<file path="src/sv/hrhp_pkg.sv">
// hrhp_pkg: phases, result kinds, status codes and character helpers
// for the http request header parser; no dependencies
`default_nettype none
package hrhp_pkg;

  localparam logic [3:0] PH_METHOD   = 4'd0;
  localparam logic [3:0] PH_SKIP1    = 4'd1;
  localparam logic [3:0] PH_PATH     = 4'd2;
  localparam logic [3:0] PH_QUERY    = 4'd3;
  localparam logic [3:0] PH_SKIP2    = 4'd4;
  localparam logic [3:0] PH_PROTO    = 4'd5;
  localparam logic [3:0] PH_TRAIL    = 4'd6;
  localparam logic [3:0] PH_CR_TRAIL = 4'd7;
  localparam logic [3:0] PH_CR_PROTO = 4'd8;
  localparam logic [3:0] PH_HEADERS  = 4'd9;
  localparam logic [3:0] PH_BODY     = 4'd10;
  localparam logic [3:0] PH_DISCARD  = 4'd11;

  localparam logic [4:0] NAME_MATCHED = 5'd15;
  localparam logic [4:0] NAME_DIGITS  = 5'd16;
  localparam logic [4:0] NAME_DONE    = 5'd17;
  localparam logic [4:0] NAME_DEAD    = 5'd31;

  localparam logic [2:0] K_METHOD  = 3'd0;
  localparam logic [2:0] K_PATH    = 3'd1;
  localparam logic [2:0] K_QUERY   = 3'd2;
  localparam logic [2:0] K_PROTO   = 3'd3;
  localparam logic [2:0] K_BODY    = 3'd4;
  localparam logic [2:0] K_SUMMARY = 3'd5;

  localparam logic [2:0] ST_OK    = 3'd0;
  localparam logic [2:0] ST_JUNK  = 3'd1;
  localparam logic [2:0] ST_BARE  = 3'd2;
  localparam logic [2:0] ST_CR    = 3'd3;
  localparam logic [2:0] ST_EARLY = 3'd4;

  localparam int NAME_LEN = 15;

  typedef struct packed {
    logic [2:0] kind;
    logic [7:0] data_byte;
  } res_t;

  function automatic logic is_sep(input logic [7:0] b);
    return b == 8'h20 || b == 8'h09 || b == 8'h0a || b == 8'h0d;
  endfunction

  function automatic logic is_digit(input logic [7:0] b);
    return b >= 8'h30 && b <= 8'h39;
  endfunction

  function automatic logic is_hex(input logic [7:0] b);
    return is_digit(b) || (b >= 8'h61 && b <= 8'h66) || (b >= 8'h41 && b <= 8'h46);
  endfunction

  function automatic logic [3:0] hex_val(input logic [7:0] b);
    logic [7:0] t;
    t = 8'h0;
    if (is_digit(b)) t = b - 8'h30;
    else if (b >= 8'h61 && b <= 8'h66) t = b - 8'h57;
    else if (b >= 8'h41 && b <= 8'h46) t = b - 8'h37;
    return t[3:0];
  endfunction

  function automatic logic [7:0] to_lower(input logic [7:0] b);
    return (b >= 8'h41 && b <= 8'h5a) ? b + 8'h20 : b;
  endfunction

  function automatic logic [7:0] name_char(input logic [3:0] p);
    logic [7:0] c;
    case (p)
      4'd0: c = "c";
      4'd1: c = "o";
      4'd2: c = "n";
      4'd3: c = "t";
      4'd4: c = "e";
      4'd5: c = "n";
      4'd6: c = "t";
      4'd7: c = "-";
      4'd8: c = "l";
      4'd9: c = "e";
      4'd10: c = "n";
      4'd11: c = "g";
      4'd12: c = "t";
      4'd13: c = "h";
      4'd14: c = ":";
      default: c = 8'h0;
    endcase
    return c;
  endfunction

  function automatic logic [7:0] method_char(input logic [1:0] w, input logic [2:0] p);
    logic [7:0] c;
    c = 8'h0;
    case (w)
      2'd0: case (p) 3'd0: c = "g"; 3'd1: c = "e"; 3'd2: c = "t"; default: c = 8'h0; endcase
      2'd1: case (p) 3'd0: c = "p"; 3'd1: c = "o"; 3'd2: c = "s"; 3'd3: c = "t";
                     default: c = 8'h0; endcase
      2'd2: case (p) 3'd0: c = "h"; 3'd1: c = "e"; 3'd2: c = "a"; 3'd3: c = "d";
                     default: c = 8'h0; endcase
      default: c = 8'h0;
    endcase
    return c;
  endfunction

endpackage
`default_nettype wire

</file>
<file path="src/sv/http_request_header_parser.sv">
// http_request_header_parser: byte-wide request line and header parser
// with a four-word result queue; depends on hrhp_pkg
//
// channel  dir  ports
// in       in   in_valid, in_stall, in_byte_in, in_end_of_buffer
// out      out  out_valid, out_stall, out_kind .. out_last_of_run
//
// one byte per cycle is taken while in_stall is low; a byte is held in the
// input register, its zero to three words enter the queue at the next edge
// and the first of them can leave once queued. the queue drains one word per
// cycle while out_stall is low, so sustained rate is one byte per cycle when
// bytes yield at most one word. input stalls when the queue would hold more
// than one word after this edge. reset is synchronous and returns the parser
// to the method phase with an empty queue.
`default_nettype none
module http_request_header_parser #(
  parameter int LENGTH_BITS = 32
) (
  input  wire        clk,
  input  wire        rst_n,
  input  wire        in_valid,
  output logic       in_stall,
  input  wire  [7:0] in_byte_in,
  input  wire        in_end_of_buffer,
  output logic       out_valid,
  input  wire        out_stall,
  output logic [2:0] out_kind,
  output logic [7:0] out_data_byte,
  output logic [1:0] out_method_code,
  output logic [31:0] out_content_length,
  output logic [2:0] out_status,
  output logic       out_last_of_run
);
  import hrhp_pkg::*;

  localparam logic [LENGTH_BITS-1:0] LMAX = '1;
  localparam logic [LENGTH_BITS-1:0] LDIV = LMAX / 10;
  localparam logic [3:0]             LREM = 4'(LMAX % 10);
  localparam int QD = 4;

  typedef struct packed {
    logic [2:0]  kind;
    logic [7:0]  data_byte;
    logic [1:0]  method_code;
    logic [31:0] content_length;
    logic [2:0]  status;
    logic        last;
  } word_t;

  // input register
  logic       iv_r;
  logic [7:0] ib_r;
  logic       ie_r;

  logic [3:0]  phase_r, phase_nxt;
  logic [2:0]  cand_r, cand_nxt;
  logic [2:0]  mpos_r, mpos_nxt;
  logic [1:0]  esc_r, esc_nxt;
  logic [7:0]  first_r, first_nxt;
  logic [4:0]  npos_r, npos_nxt;
  logic [LENGTH_BITS-1:0] len_r, len_nxt;
  logic [1:0]  let_r, let_nxt;
  logic [2:0]  err_r, err_nxt;

  word_t      q_r [QD];
  logic [1:0] qh_r, qt_r;
  logic [2:0] qc_r, qc_nxt;

  word_t      w [3];
  logic [1:0] n;

  // a newly taken byte may add three words at the following edge
  logic accept_ok;
  logic out_take;
  assign out_take  = out_valid && !out_stall;
  assign qc_nxt    = qc_r + 3'(n) - (out_take ? 3'd1 : 3'd0);
  assign accept_ok = qc_nxt <= 3'(QD - 3);
  assign in_stall  = !accept_ok;

  function automatic logic [1:0] mcode(input logic [2:0] c, input logic [2:0] p);
    logic [1:0] r;
    r = 2'd0;
    if (c[2] && p == 3'd4) r = 2'd3;
    if (c[1] && p == 3'd4) r = 2'd2;
    if (c[0] && p == 3'd3) r = 2'd1;
    return r;
  endfunction

  always_comb begin
    logic [7:0] b;
    logic [3:0] d;
    logic [4:0] p;
    logic [1:0] mc;
    logic [31:0] lsat;
    logic pp_do;
    logic [7:0] pp_b;
    b = ib_r;
    d = b[3:0];
    p = npos_r;
    phase_nxt = phase_r; cand_nxt = cand_r; mpos_nxt = mpos_r; esc_nxt = esc_r;
    first_nxt = first_r; npos_nxt = npos_r; len_nxt = len_r; let_nxt = let_r;
    err_nxt = err_r;
    n = 2'd0;
    pp_do = 1'b0; pp_b = b;
    for (int i = 0; i < 3; i++) w[i] = '0;
    case (phase_r)
      PH_METHOD: begin
        if (is_sep(b)) phase_nxt = PH_SKIP1;
        else begin
          for (int i = 0; i < 3; i++)
            if (!(mpos_r < ((i == 0) ? 3'd3 : 3'd4) &&
                  to_lower(b) == method_char(2'(i), mpos_r)))
              cand_nxt[i] = 1'b0;
          if (mpos_r < 3'd7) mpos_nxt = mpos_r + 3'd1;
          w[0].kind = K_METHOD; w[0].data_byte = b; n = 2'd1;
        end
      end
      PH_SKIP1: begin
        if (!is_sep(b)) begin
          phase_nxt = PH_PATH; pp_do = 1'b1;
        end
      end
      PH_PATH: begin
        if (esc_r == 2'd1) begin
          if (is_hex(b)) begin
            esc_nxt = 2'd2; first_nxt = b;
          end else begin
            esc_nxt = 2'd0;
            w[0].kind = K_PATH; w[0].data_byte = 8'h25; n = 2'd1; pp_do = 1'b1;
          end
        end else if (esc_r == 2'd2) begin
          esc_nxt = 2'd0;
          if (is_hex(b)) begin
            w[0].kind = K_PATH; w[0].data_byte = {hex_val(first_r), hex_val(b)}; n = 2'd1;
          end else begin
            w[0].kind = K_PATH; w[0].data_byte = 8'h25;
            w[1].kind = K_PATH; w[1].data_byte = first_r; n = 2'd2; pp_do = 1'b1;
          end
        end else pp_do = 1'b1;
      end
      PH_QUERY: begin
        if (is_sep(b)) phase_nxt = PH_SKIP2;
        else begin
          w[0].kind = K_QUERY; w[0].data_byte = b; n = 2'd1;
        end
      end
      PH_SKIP2: begin
        if (!is_sep(b)) begin
          phase_nxt = PH_PROTO; w[0].kind = K_PROTO; w[0].data_byte = b; n = 2'd1;
        end
      end
      PH_PROTO: begin
        if (b == 8'h20 || b == 8'h09) phase_nxt = PH_TRAIL;
        else if (b == 8'h0a) begin
          err_nxt = ST_BARE; phase_nxt = PH_DISCARD; w[0].kind = K_SUMMARY; n = 2'd1;
        end else if (b == 8'h0d) phase_nxt = PH_CR_PROTO;
        else begin
          w[0].kind = K_PROTO; w[0].data_byte = b; n = 2'd1;
        end
      end
      PH_TRAIL: begin
        if (b == 8'h0d) phase_nxt = PH_CR_TRAIL;
        else if (b != 8'h20 && b != 8'h09) begin
          err_nxt = ST_JUNK; phase_nxt = PH_DISCARD; w[0].kind = K_SUMMARY; n = 2'd1;
        end
      end
      PH_CR_TRAIL, PH_CR_PROTO: begin
        if (b == 8'h0a) begin
          phase_nxt = PH_HEADERS; let_nxt = 2'd2; npos_nxt = 5'd0;
        end else begin
          err_nxt = (phase_r == PH_CR_TRAIL) ? ST_JUNK : ST_CR;
          phase_nxt = PH_DISCARD; w[0].kind = K_SUMMARY; n = 2'd1;
        end
      end
      PH_HEADERS: begin
        if (let_r == 2'd3 && b == 8'h0a) begin
          err_nxt = ST_OK; phase_nxt = PH_BODY; w[0].kind = K_SUMMARY; n = 2'd1;
        end else if (b == 8'h0a && let_r[0]) begin
          let_nxt = 2'd2; npos_nxt = 5'd0;
        end else begin
          if (b == 8'h0d) let_nxt = (let_r == 2'd2) ? 2'd3 : 2'd1;
          else let_nxt = 2'd0;
          p = npos_r;
          if (npos_r < NAME_MATCHED) begin
            if (to_lower(b) == name_char(npos_r[3:0])) begin
              p = npos_r + 5'd1;
              if (p == NAME_MATCHED) len_nxt = '0;
            end else p = NAME_DEAD;
          end else if (npos_r == NAME_MATCHED) begin
            if (is_digit(b)) begin
              len_nxt = LENGTH_BITS'(d); p = NAME_DIGITS;
            end else if (b != 8'h20 && b != 8'h09) p = NAME_DONE;
          end else if (npos_r == NAME_DIGITS) begin
            if (is_digit(b)) begin
              if (len_r > LDIV || (len_r == LDIV && d > LREM)) len_nxt = LMAX;
              else len_nxt = (len_r << 3) + (len_r << 1) + LENGTH_BITS'(d);
            end else p = NAME_DONE;
          end
          npos_nxt = p;
        end
      end
      PH_BODY: begin
        w[0].kind = K_BODY; w[0].data_byte = b; n = 2'd1;
      end
      default: ;
    endcase
    if (pp_do) begin
      if (is_sep(pp_b)) phase_nxt = PH_SKIP2;
      else if (pp_b == 8'h3f) phase_nxt = PH_QUERY;
      else if (pp_b == 8'h25) begin
        esc_nxt = 2'd1;
      end else begin
        w[n].kind = K_PATH; w[n].data_byte = pp_b; n = n + 2'd1;
      end
    end
    if (ie_r && phase_nxt != PH_BODY && phase_nxt != PH_DISCARD) begin
      err_nxt = ST_EARLY;
      for (int i = 0; i < 3; i++) w[i] = '0;
      w[0].kind = K_SUMMARY; n = 2'd1;
    end
    mc = mcode(cand_nxt, mpos_nxt);
    if (LENGTH_BITS > 32) lsat = (len_nxt > LENGTH_BITS'(32'hFFFFFFFF)) ? 32'hFFFFFFFF
                                                                          : 32'(len_nxt);
    else lsat = 32'(len_nxt);
    for (int i = 0; i < 3; i++) begin
      if (w[i].kind == K_SUMMARY) begin
        w[i].method_code = mc; w[i].content_length = lsat; w[i].status = err_nxt;
      end
      w[i].last = (2'(i) == n - 2'd1);
    end
    if (!iv_r) n = 2'd0;
  end

  always_ff @(posedge clk) begin
    if (!rst_n) begin
      iv_r <= 1'b0; qh_r <= '0; qt_r <= '0; qc_r <= '0;
      phase_r <= PH_METHOD; cand_r <= 3'b111; mpos_r <= '0; esc_r <= '0;
      first_r <= '0; npos_r <= '0; len_r <= '0; let_r <= '0; err_r <= '0;
    end else begin
      iv_r <= in_valid && accept_ok;
      if (iv_r) begin
        if (ie_r) begin
          phase_r <= PH_METHOD; cand_r <= 3'b111; mpos_r <= '0; esc_r <= '0;
          first_r <= '0; npos_r <= '0; len_r <= '0; let_r <= '0; err_r <= '0;
        end else begin
          phase_r <= phase_nxt; cand_r <= cand_nxt; mpos_r <= mpos_nxt; esc_r <= esc_nxt;
          first_r <= first_nxt; npos_r <= npos_nxt; len_r <= len_nxt; let_r <= let_nxt;
          err_r <= err_nxt;
        end
      end
      for (int i = 0; i < 3; i++)
        if (2'(i) < n) q_r[2'(qt_r + 2'(i))] <= w[i];
      qt_r <= qt_r + n;
      if (out_take) qh_r <= qh_r + 2'd1;
      qc_r <= qc_nxt;
    end
    if (in_valid && accept_ok) begin
      ib_r <= in_byte_in; ie_r <= in_end_of_buffer;
    end
  end

  assign out_valid          = qc_r != 3'd0;
  assign out_kind           = q_r[qh_r].kind;
  assign out_data_byte      = q_r[qh_r].data_byte;
  assign out_method_code    = q_r[qh_r].method_code;
  assign out_content_length = q_r[qh_r].content_length;
  assign out_status         = q_r[qh_r].status;
  assign out_last_of_run    = q_r[qh_r].last;

  a_qc_bound: assert property (@(posedge clk) disable iff (!rst_n) qc_r <= 3'(QD))
    else $error("queue overflow");
  a_out_hold: assert property (@(posedge clk) disable iff (!rst_n)
    out_valid && out_stall |=> out_valid && $stable({out_kind, out_data_byte}))
    else $error("stalled word changed");
  a_phase_range: assert property (@(posedge clk) disable iff (!rst_n)
    phase_r <= PH_DISCARD) else $error("bad phase");
endmodule
`default_nettype wire

</file>
<file path="config.mk">
export PLATFORM = sky130hd
export DESIGN_NAME = http_request_header_parser
export DESIGN_NICKNAME = d
export VERILOG_FILES = /design/src/sv/hrhp_pkg.sv /design/src/sv/http_request_header_parser.sv
export SDC_FILE = /design/constraint.sdc
export NUM_CORES = 1
export LEC_CHECK = 0
export ABC_AREA = 1
export BUFFER_PORTS_ARGS = -buffer_cell sky130_fd_sc_hd__buf_4
export CAP_MARGIN = 20
export CORE_MARGIN = 1.5
export CORE_UTILIZATION = 25
export DETAILED_ROUTE_END_ITERATION = 10
export SYNTH_ARGS = -nofsm -noshare
export SYNTH_HDL_FRONTEND = slang
export SYNTH_SLANG_ARGS = --single-unit
</file>
<file path="constraint.sdc">
create_clock -name clk -period 12.4 [get_ports clk]
set_clock_uncertainty 0.1 [all_clocks]
set_input_delay 0 -clock clk [delete_from_list [all_inputs] [get_ports clk]]
set_output_delay 0 -clock clk [all_outputs]
set_load 0.03 [all_outputs]
</file>
==> flow_summary.yaml <==
run_status:
  status: "complete, no violations"
power:
  vdd_drop_max_mv: 0.0671
  pwr-share-seq_pct: 37.0
  p_sw_mw: 1.27
  powerDensity_nw_per_um2: 149
  intPower_mw: 1.88
  swShare_pct: 40.4
  power_frac_comb_pct: 35.9
  power_leakage_nw: 8.58
  p_clk_share_pct: 27.0
global_route:
  grt_use_total_pct: 14.9
  met3_usage_pct: 1.48
  grt_max_degree: 83
  antenna_found_initial: 1
  use_met1_pct: 21.0
  grt_pass1_vias: 15900
  grt_pass1_wl_mm: 92.0
  gr-total-overflow: 0
  busiest_layer: "met2"
  grtUsageMet2_pct: 24.4
placement:
  port_buffers: 63
  dp_slack_ps: 6750
  gp_congestion: 0.979
  dp_hpwl_mm: 42.1
clocking:
  clk_pin_slew_ps: 60
  cts_tree: "built"
  cts_htree_levels: 1
  clock_sinks: 281
  clkLatencyLatePin_ps: 580
  clk_root_buffer_cell: "clkbuf_16"
  cts_buffer_depth: 3
  cts_resized: 0
  post_cts_buffers: 0
  holdBufCountCts: 13
  cts_buffers: 27
worst_setup_path:
  path_max_fanout: 44
  endpoint_kind: "register"
  critPathLaunchType: "register"
  crit_arrival_ps: 5840
  crit_type: "reg2reg"
  required_ps: 12490
route:
  avgRoutedWirePerCell_um: 16.8
  wirelength_mm: 58.9
  drtPass1Iterations: 6
  vias_per_cell: 4.92
  vias: 17300
  drt_iter0_drc: 1503
  drc: 0
  ant_nets: 0
synth:
  dominantRegCellSynth: "edfxtp_1"
  ys.warnings.count: 0
  synthArstFlopShare_pct: 0
  synth_fp_nets: 2614
  syn_area_um2: 18700
  yosysUniqueCellTypes: 50
  synth_seq_area_share_pct: 41.0
  synth_seq_cells: 281
  synth_edf_count: 205
  syn_area_per_cell_um2: 7.46
  syn_inst: 2509
timing:
  tightest_slew_ps: 1060
  fmaxAchievable_mhz: 174
  setup_slack_ps: 6650
  fin_crit_ps: 5750
  slew_viol_final: 0
  setup_violations: 0
  slew_headroom_pct: 28.7
  rsz0062_at_grt: "false"
  finalCritPeriodShare_pct: 46.3
  hold_slack_ps: 70.1
  fin_setup_tns_ps: 0
  hold_viol_final: 0
worst_hold_path:
  hold_path.class: "in2reg"
floorplan:
  num_io_pins: 64
  rows: 100
  fp.dieH_um: 277
  initial_utilization_pct: 25.2
  dieArea_um2: 76500
  core-area_um2: 74300
  die_x_um: 277
cells_and_area:
  final_nets: 2628
  fillers: 8121
  syn_to_final_growth_pct: 12.8
  final_core_utilization_pct: 28.4
  drive_gt1_share_pct: 7.67
job:
  max_cap_violations: 0
==> cells by family (layout without fill, tap and decap cells) <==
group           count (synthesis)  count (layout)  share of synthesized area, %
simple gates                 1253            1253                          28.9
compound gates                546             546                          15.9
buf+inv                       307             342                          6.56
flops                         281             281                          41.0
fa+ha+maj                      92              92                          6.27
xor+xnor                       30              30                          1.40
other cells                     0               1                             0
==> routing by layer <==
metal / wire, um / up-vias / part of all wire (%)
li1: - / 8580 / -
met1: 27300 / 8106 / 46
met2: 26900 / 507 / 46
met3: 3400 / 78 / 5.8
met4: 1300 / 2 / 2.2
met5: 14 / - / 0.024
==> worst max-delay path, cell delays in order, from the launching register on <==
cell	delay, ps
edfxtp_1	810
clkinv_1	460
nand2_1	140
nor2_1	50
nand2_1	50
nand2_1	60
nand2_2	290
nand3_4	180
inv_1	140
nand3_1	100
nand2_1	90
nor2_1	40
nand2_1	100
inv_1	90
ha_1	270
nand4_1	80
nand2_1	110
inv_1	110
nand3_4	120
nor2_8	490
nand3_2	410
nand3_2	410
buf_4	610
==> cell usage after synthesis (2+ instances only) <==
cell type,count,area share (%)
and2_1,40,1.3
o211ai_1,8,0.32
clkbuf_1,74,1.5
nand3_4,2,0.19
o21ai_0,208,5.6
a31o_2,3,0.14
inv_2,16,0.32
a21o_1,5,0.20
nand2_1,629,13
nor2_2,11,0.37
a22oi_1,2,0.080
nand3_2,7,0.37
a31oi_1,7,0.23
nand4_2,5,0.33
nand3b_1,4,0.16
o31ai_1,3,0.12
buf_4,10,0.40
a211oi_1,13,0.52
clkinv_1,4,0.080
ha_1,89,6.0
buf_1,2,0.040
o21ai_1,3,0.080
nand4_1,29,0.97
o21ai_2,2,0.094
o2111ai_1,4,0.19
o21bai_1,4,0.16
a21oi_1,219,5.9
or2_2,4,0.13
nand3_1,206,5.5
buf_2,24,0.64
o21a_1,3,0.12
nand2_2,7,0.23
dfxtp_1,76,8.1
nor3_1,21,0.56
fa_1,3,0.32
nor4_1,5,0.17
o22ai_1,58,1.9
xnor2_1,8,0.37
edfxtp_1,205,33
xor2_1,22,1.0
inv_1,176,3.5
nor2_4,4,0.24
nor2_1,277,5.6
==> layout make-up <==
cell class | count | area [um^2] | area share (%)
multi-input cells | 1921 | 9840 | 46.6
repair buffers | 96 | 753 | 3.57
diodes | 1 | 2.50 | 0.0118
inverters | 196 | 736 | 3.48
clock buffers | 32 | 724 | 3.43
flip-flops and latches | 281 | 7680 | 36.4
well taps | 969 | 1210 | 5.74
clock inverters | 18 | 175 | 0.829
==> layout by cell type (no fill, tap or decap), types with 21 or more instances in the layout <==
cell type  count
clkbuf_16     27
ha_1          89
xor2_1        22
a21oi_1      219
and2_1        40
buf_4         83
nand3_1      202
edfxtp_1     205
nand4_1       29
nand2_1      629
dfxtp_1       75
inv_1        176
nor2_1       276
o21ai_0      208
o22ai_1       58
nor3_1        21
==> worst paths after layout <==
path / depth (start not counted) / to / slack, ps / from
worst max-delay path: 22 / q_r[1][17]$_SDFFCE_PP0P_ / 6650 / ib_r[3]$_DFFE_PP_
worst max register to register: 22 / q_r[1][17]$_SDFFCE_PP0P_ / 6650 / ib_r[3]$_DFFE_PP_
worst min register to register: 2 / register / 370 / qh_r[1]$_SDFFE_PN0P_
worst min-delay path: 2 / ie_r$_DFFE_PP_ / 70 / in_end_of_buffer
==> registers in the layout, indices dropped and copies added, names as in the netlist, named ones only <==
name and flops:
q_r 196, let_r 2, qh_r 2, npos_r 5, first_r 8, iv_r 1
esc_r 2, len_r 32, mpos_r 3, cand_r 3, ib_r 8, qt_r 2
qc_r 3, phase_r 4, ie_r 1
==> power groups by stage <==
| stage | clock (mW) | sequential, mW | combinational (mW) |
|---|---|---|---|
| 3_5_place_dp | 0 | 1.19 | 1.13 |
| 2_1_floorplan | 0 | 1.13 | 0.817 |
| 6_report | 0.852 | 1.17 | 1.13 |
| 3_3_place_gp | 0 | 1.18 | 1.13 |
| 5_1_grt | 0.901 | 1.17 | 1.25 |
| 4_1_cts | 0.867 | 1.17 | 1.14 |
==> metrics by stage <==
stage	std cells	instance area (um^2)	power, mW
floorplan	2509	18700	1.95
global placement	3450	20100	2.31
detailed placement	3450	20100	2.32
CTS	3513	21100	3.17
global route	3513	21100	3.32
finish	3514	21100	3.15
Power figures use the tool's default switching activity.
